--- src/uvp_pkg.sv ---
// Shared types, constants and the arctangent table for the baseline uv projection core.
// No dependencies; every other file in src imports this package.
package uvp_pkg;

    localparam int CORDIC_STEPS = 16;
    localparam int ANGLE_BITS   = 16;
    localparam int ATAN_ENTRIES = 24;
    localparam int CORDIC_CELLS = (CORDIC_STEPS < ATAN_ENTRIES) ? CORDIC_STEPS : ATAN_ENTRIES;
    localparam int STEP_W       = $clog2(ATAN_ENTRIES);

    // Hour angle keeps its top min(16, ANGLE_BITS) bits
    localparam int HA_KEEP = (ANGLE_BITS < 16) ? ANGLE_BITS : 16;
    localparam int HA_DROP = 16 - HA_KEEP;

    // Input stage + cells + trig, product, sum, scale and output stages
    localparam int RESULT_LATENCY = CORDIC_CELLS + 6;

    localparam logic signed [31:0] CORDIC_GAIN = 32'sd652032874;

    localparam logic [15:0] SOURCE_RA_RESET = 16'h0000;
    localparam logic [15:0] SIN_DEC_RESET   = 16'h0000;
    localparam logic [14:0] COS_DEC_RESET   = 15'h7FFF;

    // Configuration register indexes
    localparam logic [1:0] REG_SOURCE_RA = 2'd0;
    localparam logic [1:0] REG_SIN_DEC   = 2'd1;
    localparam logic [1:0] REG_COS_DEC   = 2'd2;

    // Quadrant codes of the hour angle
    localparam logic [1:0] QUAD_0 = 2'd0;
    localparam logic [1:0] QUAD_1 = 2'd1;
    localparam logic [1:0] QUAD_2 = 2'd2;
    localparam logic [1:0] QUAD_3 = 2'd3;

    typedef struct packed {
        logic        [15:0] sidereal_angle;
        logic signed [31:0] baseline_x;
        logic signed [31:0] baseline_y;
        logic signed [31:0] baseline_z;
    } uvp_req_t;

    typedef struct packed {
        logic signed [31:0] u_coord;
        logic signed [31:0] v_coord;
    } uvp_result_t;

    // One CORDIC lane: rotation state (Q2.30, angle in 2^-32 turns) plus the baseline
    typedef struct packed {
        logic        [1:0]  quad;
        logic signed [31:0] x;
        logic signed [31:0] y;
        logic signed [31:0] z;
        logic signed [31:0] bx;
        logic signed [31:0] by;
        logic signed [31:0] bz;
    } uvp_lane_t;

    // atan(2^-i) in 2^-32 turn units
    function automatic logic signed [31:0] uvp_atan(input logic [STEP_W-1:0] idx);
        logic signed [31:0] a;
        unique case (idx)
            5'd0:    a = 32'sh20000000;
            5'd1:    a = 32'sh12E4051E;
            5'd2:    a = 32'sh09FB385B;
            5'd3:    a = 32'sh051111D4;
            5'd4:    a = 32'sh028B0D43;
            5'd5:    a = 32'sh0145D7E1;
            5'd6:    a = 32'sh00A2F61E;
            5'd7:    a = 32'sh00517C55;
            5'd8:    a = 32'sh0028BE53;
            5'd9:    a = 32'sh00145F2F;
            5'd10:   a = 32'sh000A2F98;
            5'd11:   a = 32'sh000517CC;
            5'd12:   a = 32'sh00028BE6;
            5'd13:   a = 32'sh000145F3;
            5'd14:   a = 32'sh0000A2FA;
            5'd15:   a = 32'sh0000517D;
            5'd16:   a = 32'sh000028BE;
            5'd17:   a = 32'sh0000145F;
            5'd18:   a = 32'sh00000A30;
            5'd19:   a = 32'sh00000518;
            5'd20:   a = 32'sh0000028C;
            5'd21:   a = 32'sh00000146;
            5'd22:   a = 32'sh000000A3;
            5'd23:   a = 32'sh00000051;
            default: a = 32'sh00000000;
        endcase
        return a;
    endfunction

endpackage

--- src/uvp_cordic_cell.sv ---
// One rotation-mode CORDIC micro-rotation, registered.
// Depends on uvp_pkg (lane type, arctangent table).
module uvp_cordic_cell
    import uvp_pkg::*;
(
    input  logic              clk,
    input  logic              rst_n,
    input  logic [STEP_W-1:0] step,
    input  logic              in_valid,
    input  uvp_lane_t         in_lane,
    output logic              out_valid,
    output uvp_lane_t         out_lane
);

    logic      valid_reg;
    uvp_lane_t lane_reg;
    uvp_lane_t lane_next;

    logic signed [31:0] dx;
    logic signed [31:0] dy;
    logic signed [31:0] atan_step;

    // step is tied to a constant per cell, so the shifts collapse to wiring
    assign dx        = in_lane.y >>> step;
    assign dy        = in_lane.x >>> step;
    assign atan_step = uvp_atan(step);

    always_comb
    begin
        lane_next = in_lane;
        if (!in_lane.z[31])
        begin
            lane_next.x = in_lane.x - dx;
            lane_next.y = in_lane.y + dy;
            lane_next.z = in_lane.z - atan_step;
        end
        else
        begin
            lane_next.x = in_lane.x + dx;
            lane_next.y = in_lane.y - dy;
            lane_next.z = in_lane.z + atan_step;
        end
    end

    always_ff @(posedge clk or negedge rst_n)
    begin
        if (!rst_n)
            valid_reg <= 1'b0;
        else
            valid_reg <= in_valid;
    end

    always_ff @(posedge clk)
    begin
        lane_reg <= lane_next;
    end

    assign out_valid = valid_reg;
    assign out_lane  = lane_reg;

endmodule

--- config.mk ---
export PLATFORM = sky130hd
export DESIGN_NAME = uvp_cordic_cell
export DESIGN_NICKNAME = d
export VERILOG_FILES = /design/src/uvp_pkg.sv /design/src/uvp_cordic_cell.sv
export SDC_FILE = /design/constraint.sdc
export NUM_CORES = 1
export LEC_CHECK = 0
export ABC_AREA = 1
export BUFFER_PORTS_ARGS = -buffer_cell sky130_fd_sc_hd__buf_2
export CELL_PAD_IN_SITES_DETAIL_PLACEMENT = 2
export CELL_PAD_IN_SITES_GLOBAL_PLACEMENT = 2
export CORE_AREA = 10 10 237 239
export DETAILED_ROUTE_END_ITERATION = 6
export DIE_AREA = 0 0 247 249
export GPL_ROUTABILITY_DRIVEN = 0
export PLACE_DENSITY_LB_ADDON = 0.2
export SETUP_SLACK_MARGIN = 0.02
export SLEW_MARGIN = 20
export SYNTH_ARGS = -nofsm -noshare
export SYNTH_HDL_FRONTEND = slang
export SYNTH_SLANG_ARGS = --single-unit
--- constraint.sdc ---
create_clock -name clk -period 1.2 [get_ports clk]
set_clock_uncertainty 0.05 [all_clocks]
set_input_delay 0.12 -clock clk [delete_from_list [all_inputs] [get_ports clk]]
set_output_delay 0.12 -clock clk [all_outputs]
set_load 0.05 [all_outputs]
==> flow_summary.json, run 1 <==
{
  "synth.top_cells.by_count": "761 x nand2_1, 318 x nand3_1, 194 x dfxtp_1, 186 x inv_1, 156 x nor2_1",
  "htreeDepth": 4,
  "clockBufferDepth": 2,
  "syn-num-nets": 2742,
  "numCtsBuffers": 17,
  "netlist_area_um2": 15700,
  "ys_ff_latch": 195,
  "post_cts_buffers": 63,
  "start_util_pct": 30.7,
  "status": "aborted with a tool error",
  "yosysWarnings": 0,
  "synth_area_leaders": "dfxtp_1 25%, nand2_1 18%, nand3_1 10%",
  "synth-async-reset-ratio_pct": 0.513,
  "synth.top_cell.area_share_pct": 24.7,
  "synth_top_flop_cell": "dfxtp_1",
  "synth_edf_count": 0,
  "yosys.cell_count.top_type": "nand2_1",
  "syn_inst": 2420,
  "ys_seq_area_share_pct": 24.9,
  "dieWidth_um": 247,
  "synth_cell_type_count": 53,
  "hpwl_um": 92400,
  "root_buffer": "clkbuf_16",
  "stop_error": "[ERROR DPL-0033] detailed placement checks failed during check placement.",
  "syn_area_per_cell_um2": 6.50,
  "die_h_um": 249,
  "ctsHoldBuffers": 101,
  "rows": 83,
  "pin_count": 397,
  "post_cts_resized": 613,
  "haltStage": "clock tree synthesis",
  "synth_top_cell_by_area": "dfxtp_1",
  "numPortBuffers": 396,
  "clkSinkCount": 195
}
-- logic make-up after synthesis --
logic type | synth area share, %
AND/OR/NAND/NOR | 38.0
adder cells (fa/ha/maj) | 9.69
AO/OA/AOI/OAI | 10.7
buffers and inverters | 7.94
XOR/XNOR | 8.74
flip-flops | 24.9
-- through the flow --
stage	worst slack, ns	std cells	area, um^2	TNS (ns)	util [%]
after floorplan	-2.39	2420	16400	-158.46	-
after global placement	-2.97	4068	23800	-227.33	46.6
after detailed placement	-3.45	4068	23800	-268.58	46.6
==> run 2: changes to the inputs <==
==> config.mk (replaced) <==
export PLATFORM = sky130hd
export DESIGN_NAME = uvp_cordic_cell
export DESIGN_NICKNAME = d
export VERILOG_FILES = /design/src/uvp_pkg.sv /design/src/uvp_cordic_cell.sv
export SDC_FILE = /design/constraint.sdc
export NUM_CORES = 1
export LEC_CHECK = 0
export ABC_AREA = 1
export BUFFER_PORTS_ARGS = -buffer_cell sky130_fd_sc_hd__buf_2
export CORE_AREA = 10 10 210 212
export DETAILED_ROUTE_END_ITERATION = 6
export DIE_AREA = 0 0 220 222
export GPL_ROUTABILITY_DRIVEN = 0
export PLACE_DENSITY_LB_ADDON = 0.15
export SLEW_MARGIN = 20
export SYNTH_ARGS = -nofsm -noshare
export SYNTH_HDL_FRONTEND = slang
export SYNTH_SLANG_ARGS = --single-unit
==> run 2 against run 1 <==
  * The flow now finishes, with violations (hold timing, setup timing)
  * Area after synthesis stayed put
  * Synthesized cell count did not move
==> flow_summary.json, run 2 <==
{
  "ys_seq_area_share_pct": 24.9,
  "netlist_area_um2": 15700,
  "min_path_type": "primary input to register",
  "slowest_delay_ns": 0.35,
  "fin_hold_ws_ns": -0.190,
  "dr_wl_met2_um": 38600,
  "area_delta_synth_final_pct": 78.6,
  "dieWidth_um": 220,
  "path_common_cell": "nand2_1",
  "nFillCells": 3111,
  "place_inst": 3931,
  "rows": 73,
  "grt_usage_pct": 30.3,
  "synth.top_cell.area_share_pct": 24.7,
  "hpwl_um": 60500,
  "vias_per_cell": 5.21,
  "syn_area_per_cell_um2": 6.50,
  "syn_inst": 2420,
  "synth_top_cell_by_area": "dfxtp_1",
  "clkSinkCount": 195,
  "instances_no_fill": 4133,
  "met1_length_um": 30100,
  "hold_viol_final": 3,
  "drtPass1Iterations": 7,
  "clk_pin_slew_ns": 0.08,
  "ant_nets": 0,
  "crit_path_start_kind": "primary input",
  "drcViolationCount": 0,
  "post_drt_wl_per_cell_um": 19.1,
  "rsz0062_at_grt": "true",
  "die_h_um": 222,
  "grt_antenna_before_repair": 9,
  "crit_family": "simple AND/OR/NAND/NOR gates",
  "ys_ff_latch": 195,
  "grt_pass1_wl_um": 118000,
  "synth_edf_count": 0,
  "slew_headroom_pct": 69.1,
  "yosysWarnings": 0,
  "vias": 21513,
  "syn-num-nets": 2742,
  "htreeDepth": 4,
  "fin_crit_sh_pct": 281,
  "grt_overflow": 0,
  "crit_fanout": 18,
  "p_total_w": 0.0398,
  "setup_viol": 265,
  "drt_iter0_markers": 1793,
  "numPortBuffers": 396,
  "maxUsedRoutingLayer": "met5",
  "start_util_pct": 39.7,
  "violations": "hold timing, setup timing",
  "largest_reg_flops": 194,
  "synth.top_cells.by_count": "761 x nand2_1, 318 x nand3_1, 194 x dfxtp_1, 186 x inv_1, 156 x nor2_1",
  "yosys.cell_count.top_type": "nand2_1",
  "power_density_nw_per_um2": 1420,
  "max_freq_mhz": 297,
  "numCtsBuffers": 17,
  "p_leak_nw": 14.4,
  "layout_setup_ws_ns": -2.17,
  "final_common_cell": "buf_4",
  "clockBufferDepth": 2,
  "synth_cell_type_count": 53,
  "drive_gt1_share_pct": 47.3,
  "cap_violations": 0,
  "synth_area_leaders": "dfxtp_1 25%, nand2_1 18%, nand3_1 10%",
  "worst_pin_slew_ns": 0.459,
  "wirelength_um": 78900,
  "critPathRequiredTime_ns": 1.51,
  "fin_nets": 3914,
  "ctsHoldBuffers": 102,
  "slowest_stage": "xnor2_1",
  "ir_drop_v": 0.00135,
  "final_cell_mix": "696 x buf_4, 666 x nand2_1, 363 x buf_2",
  "grt_max_degree": 46,
  "synth-async-reset-ratio_pct": 0.513,
  "critPathCaptureType": "register",
  "status": "finished with violations",
  "synth_top_flop_cell": "dfxtp_1",
  "cp.arrival_ns": 3.67,
  "fin_crit_ns": 3.37,
  "dieArea_um2": 48800,
  "path_class": "primary input to register",
  "dr_wl_met3_um": 6190,
  "cts_tree": "yes",
  "slew_violations": 0,
  "pin_count": 397,
  "grt_pass1_vias": 21394,
  "root_buffer": "clkbuf_16",
  "cp_num_buf_inv": 3,
  "core_area_um2": 39600
}
run 2: cell counts after synthesis:
Identical to the previous run, type by type.
run 2: cells by family (layout without fill, tap and decap cells):
group,after synthesis,after routing,share of synthesized area [%]
xor+xnor,157,157,8.74
other cells,0,3,0
fa+ha+maj,120,120,9.69
compound gates,298,298,10.7
simple gates,1367,1367,38.0
flops,195,195,24.9
buf+inv,283,1468,7.94
run 2: area by class of cell:
| cell class | instances | area (um^2) | share of cell area (%) |
|---|---|---|---|
| Multi-Input combinational cell | 1942 | 12900 | 45.8 |
| Timing Repair Buffer | 1232 | 9190 | 32.7 |
| Sequential cell | 195 | 3960 | 14.1 |
| Inverter | 204 | 800 | 2.85 |
| Tap cell | 525 | 657 | 2.34 |
| Clock buffer | 17 | 425 | 1.51 |
| Clock inverter | 15 | 181 | 0.646 |
| Antenna cell | 3 | 7.51 | 0.0267 |
run 2: report_power, final:
part | internal (W) | switching (W) | total, W | leakage, nW
clock network | 0.00283 | 0.00317 | 0.00600 | 0.293
logic | 0.00969 | 0.0155 | 0.0252 | 12.4
registers | 0.00809 | 0.000483 | 0.00858 | 1.65
run 2: path summary, 6_finish.rpt:
path	to	depth (start not counted)	startpoint	slack (ns)
min	out_lane[96]	2	in_lane[96]	-0.19
min in group asynchronous	out_valid	3	rst_n	0.40
max in group asynchronous	out_valid	3	rst_n	0.60
max	out_lane[126]	26	step[0]	-2.17
run 2: what timing repair did:
action / 4_1_cts / 5_1_grt
endpoints found under the hold margin: 104 / 3
gates resized for setup: 336 / 207
setup endpoints to repair: 291 / 289
buffers inserted: 47 / 13
cloned: 4 / 1
pin swaps: 107 / 66
run 2: through the flow:
stage          setup slack [ns]  utilization, %  TNS [ns]  hold slack (ns)  cell area (um^2)
2_1_floorplan             -2.39               -   -158.46           -0.226             16400
3_3_place_gp              -2.91            60.0   -220.15           -0.155             23800
3_5_place_dp              -2.95            60.0   -226.30           -0.153             23800
4_1_cts                   -2.02            68.5   -162.98           -0.209             27200
5_1_grt                   -2.37            70.8   -190.47           -0.211             28100
6_report                  -2.17            70.8   -168.36           -0.190             28100
run 2: metal layers:
layer	global-route usage, %	up-vias
met2	52.2	1030
met4	14.8	10
li1	-	10275
met5	0	-
met1	34.5	9987
met3	6.53	211
Note: power is estimated with default switching activity, not from simulation.
==> run 3: changes to the inputs <==
--- a/config.mk
+++ b/config.mk
@@ -7,11 +7,12 @@
 export LEC_CHECK = 0
 export ABC_AREA = 1
 export BUFFER_PORTS_ARGS = -buffer_cell sky130_fd_sc_hd__buf_2
-export CORE_AREA = 10 10 210 212
+export CORE_AREA = 10 10 267 167
 export DETAILED_ROUTE_END_ITERATION = 6
-export DIE_AREA = 0 0 220 222
+export DIE_AREA = 0 0 277 177
 export GPL_ROUTABILITY_DRIVEN = 0
 export PLACE_DENSITY_LB_ADDON = 0.15
+export REMOVE_ABC_BUFFERS = 1
 export SLEW_MARGIN = 20
 export SYNTH_ARGS = -nofsm -noshare
 export SYNTH_HDL_FRONTEND = slang
==> run 3 against run 2 <==
  * The run still ends with hold timing, setup timing left
  * Design area increased by 5.6%
  * First-iteration DRC count rose by 49%
  * Combinational power is 9.9% higher
  * Flip-flop and latch count stayed put
  * Setup slack worse by 0.62 ns
  * Routed wire length is 10% higher
  * Die area is 0.39% higher
  * Critical path type unchanged
==> flow_summary.json, run 3 (synthesis gave the netlist of run 2 again) <==
{
  "status": "finished with violations",
  "violations": "hold timing, setup timing",
  "dieArea_um2": 49000,
  "cts_tree": "yes",
  "max_freq_mhz": 251,
  "largest_reg_flops": 194,
  "vias": 22986,
  "drtPass1Iterations": 7,
  "final_cell_mix": "712 x buf_4, 619 x nand2_1, 361 x buf_2",
  "root_buffer": "clkbuf_16",
  "fin_nets": 3972,
  "ctsHoldBuffers": 101,
  "final_common_cell": "buf_4",
  "clk_pin_slew_ns": 0.09,
  "instances_no_fill": 4202,
  "crit_path_start_kind": "primary input",
  "drcViolationCount": 0,
  "cp.arrival_ns": 4.30,
  "clockBufferDepth": 2,
  "hpwl_um": 57600,
  "htreeDepth": 4,
  "grt_antenna_before_repair": 9,
  "wirelength_um": 87000,
  "power_density_nw_per_um2": 1440,
  "fin_crit_ns": 3.98,
  "slowest_stage": "nor4_4",
  "dieWidth_um": 277,
  "rows": 57,
  "clkSinkCount": 195,
  "grt_usage_pct": 30.7,
  "core_area_um2": 39800,
  "cap_violations": 0,
  "grt_max_degree": 37,
  "grt_pass1_wl_um": 121000,
  "pin_count": 397,
  "hold_viol_final": 4,
  "critPathRequiredTime_ns": 1.52,
  "min_path_type": "primary input to register",
  "grt_overflow": 0,
  "setup_viol": 263,
  "path_class": "primary input to register",
  "drt_iter0_markers": 2668,
  "rsz0062_at_grt": "true",
  "place_inst": 3929,
  "critPathCaptureType": "register",
  "nFillCells": 2829,
  "ir_drop_v": 0.00118,
  "ant_nets": 0,
  "grt_pass1_vias": 21813,
  "min_path_cells": 2,
  "min_from": "in_lane[96]",
  "area_delta_synth_final_pct": 88.6,
  "slowest_delay_ns": 0.41,
  "slew_violations": 0,
  "layout_setup_ws_ns": -2.78,
  "crit_fanout": 7,
  "hold_end": "out_lane[96]",
  "numPortBuffers": 396,
  "p_leak_nw": 14.9,
  "p_total_w": 0.0426,
  "die_h_um": 177,
  "start_util_pct": 39.5,
  "slew_headroom_pct": 65.9,
  "drive_gt1_share_pct": 51.9,
  "post_drt_wl_per_cell_um": 20.7,
  "fin_hold_ws_ns": -0.154,
  "vias_per_cell": 5.47,
  "worst_pin_slew_ns": 0.507,
  "numCtsBuffers": 17,
  "fin_crit_sh_pct": 332
}
run 3: cell count changes in the layout (fill, tap and decap cells not counted), moves of 15 or more:
cell,change
buf_6,+50
nand2_1,-47
nand2_2,+36
nand3_1,-26
nand3_2,+24
ha_1,-18
nor2_1,-18
a21oi_1,-16
buf_4,+16
ha_4,+16
inv_1,-15
run 3: repair_timing:
| item | in CTS | in global routing |
|---|---|---|
| gates cloned | 8 | 2 |
| pin swaps | 147 | 94 |
| setup endpoints to repair | 291 | 286 |
| resized for setup | 603 | 327 |
| buffers inserted | 106 | 31 |
| hold endpoints to repair | 104 | 3 |
run 3: routing by layer:
| metal | share of wire [%] | vias up | global-route usage [%] |
|---|---|---|---|
| li1 | - | 10410 | - |
| met1 | 40 | 10784 | 40.0 |
| met2 | 45 | 1417 | 49.3 |
| met3 | 11 | 373 | 8.64 |
| met4 | 4.1 | 2 | 7.83 |
| met5 | 0.015 | - | 0 |
run 3: how the worst max path moves through the flow:
stage | from | end | slack, ns | cells after the start
finish | step[0] | out_lane[189] | -2.78 | 30
global route | step[0] | out_lane[189] | -2.78 | 33
CTS | step[0] | out_lane[157] | -2.18 | 29
detailed placement | step[0] | out_lane[159] | -3.18 | 30
global placement | step[2] | out_lane[152] | -3.04 | 26
floorplan | step[3] | out_lane[125] | -3.24 | 22
run 3: area by class of cell:
type / count / area (um^2) / area share [%]
clock inverter: 14 / 166 / 0.561
clock buffer: 18 / 439 / 1.48
tap: 531 / 664 / 2.24
timing repair buffer: 1290 / 9840 / 33.2
antenna: 8 / 20.0 / 0.0675
inverter: 204 / 807 / 2.72
sequential: 195 / 3930 / 13.2
multi-input combinational: 1942 / 13800 / 46.5
run 3: report_power, final:
part           internal [W]  switching (W)  leakage (nW)
combinational        0.0109         0.0168          13.0
sequential          0.00809       0.000499          1.65
clock               0.00290        0.00342         0.293
total                0.0219         0.0207          14.9
run 3: critical path: cells and delay by family:
kind	cells	cell delay (ns)
buf+inv	9	1.14
fa+ha+maj	1	0.33
compound gates	3	0.33
simple gates	15	1.92
xor+xnor	2	0.42
run 3: per-stage QoR:
| step | hold slack [ns] | util (%) | setup TNS [ns] | setup WS [ns] | cell area, um^2 |
|---|---|---|---|---|---|
| floorplan | -0.226 | - | -259.39 | -3.24 | 15200 |
| global placement | -0.134 | 57.9 | -234.33 | -3.04 | 23100 |
| detailed placement | -0.134 | 57.9 | -238.90 | -3.18 | 23100 |
| CTS | -0.167 | 70.3 | -164.56 | -2.18 | 28000 |
| global route | -0.181 | 74.5 | -204.37 | -2.78 | 29700 |
| finish | -0.154 | 74.5 | -187.84 | -2.78 | 29700 |
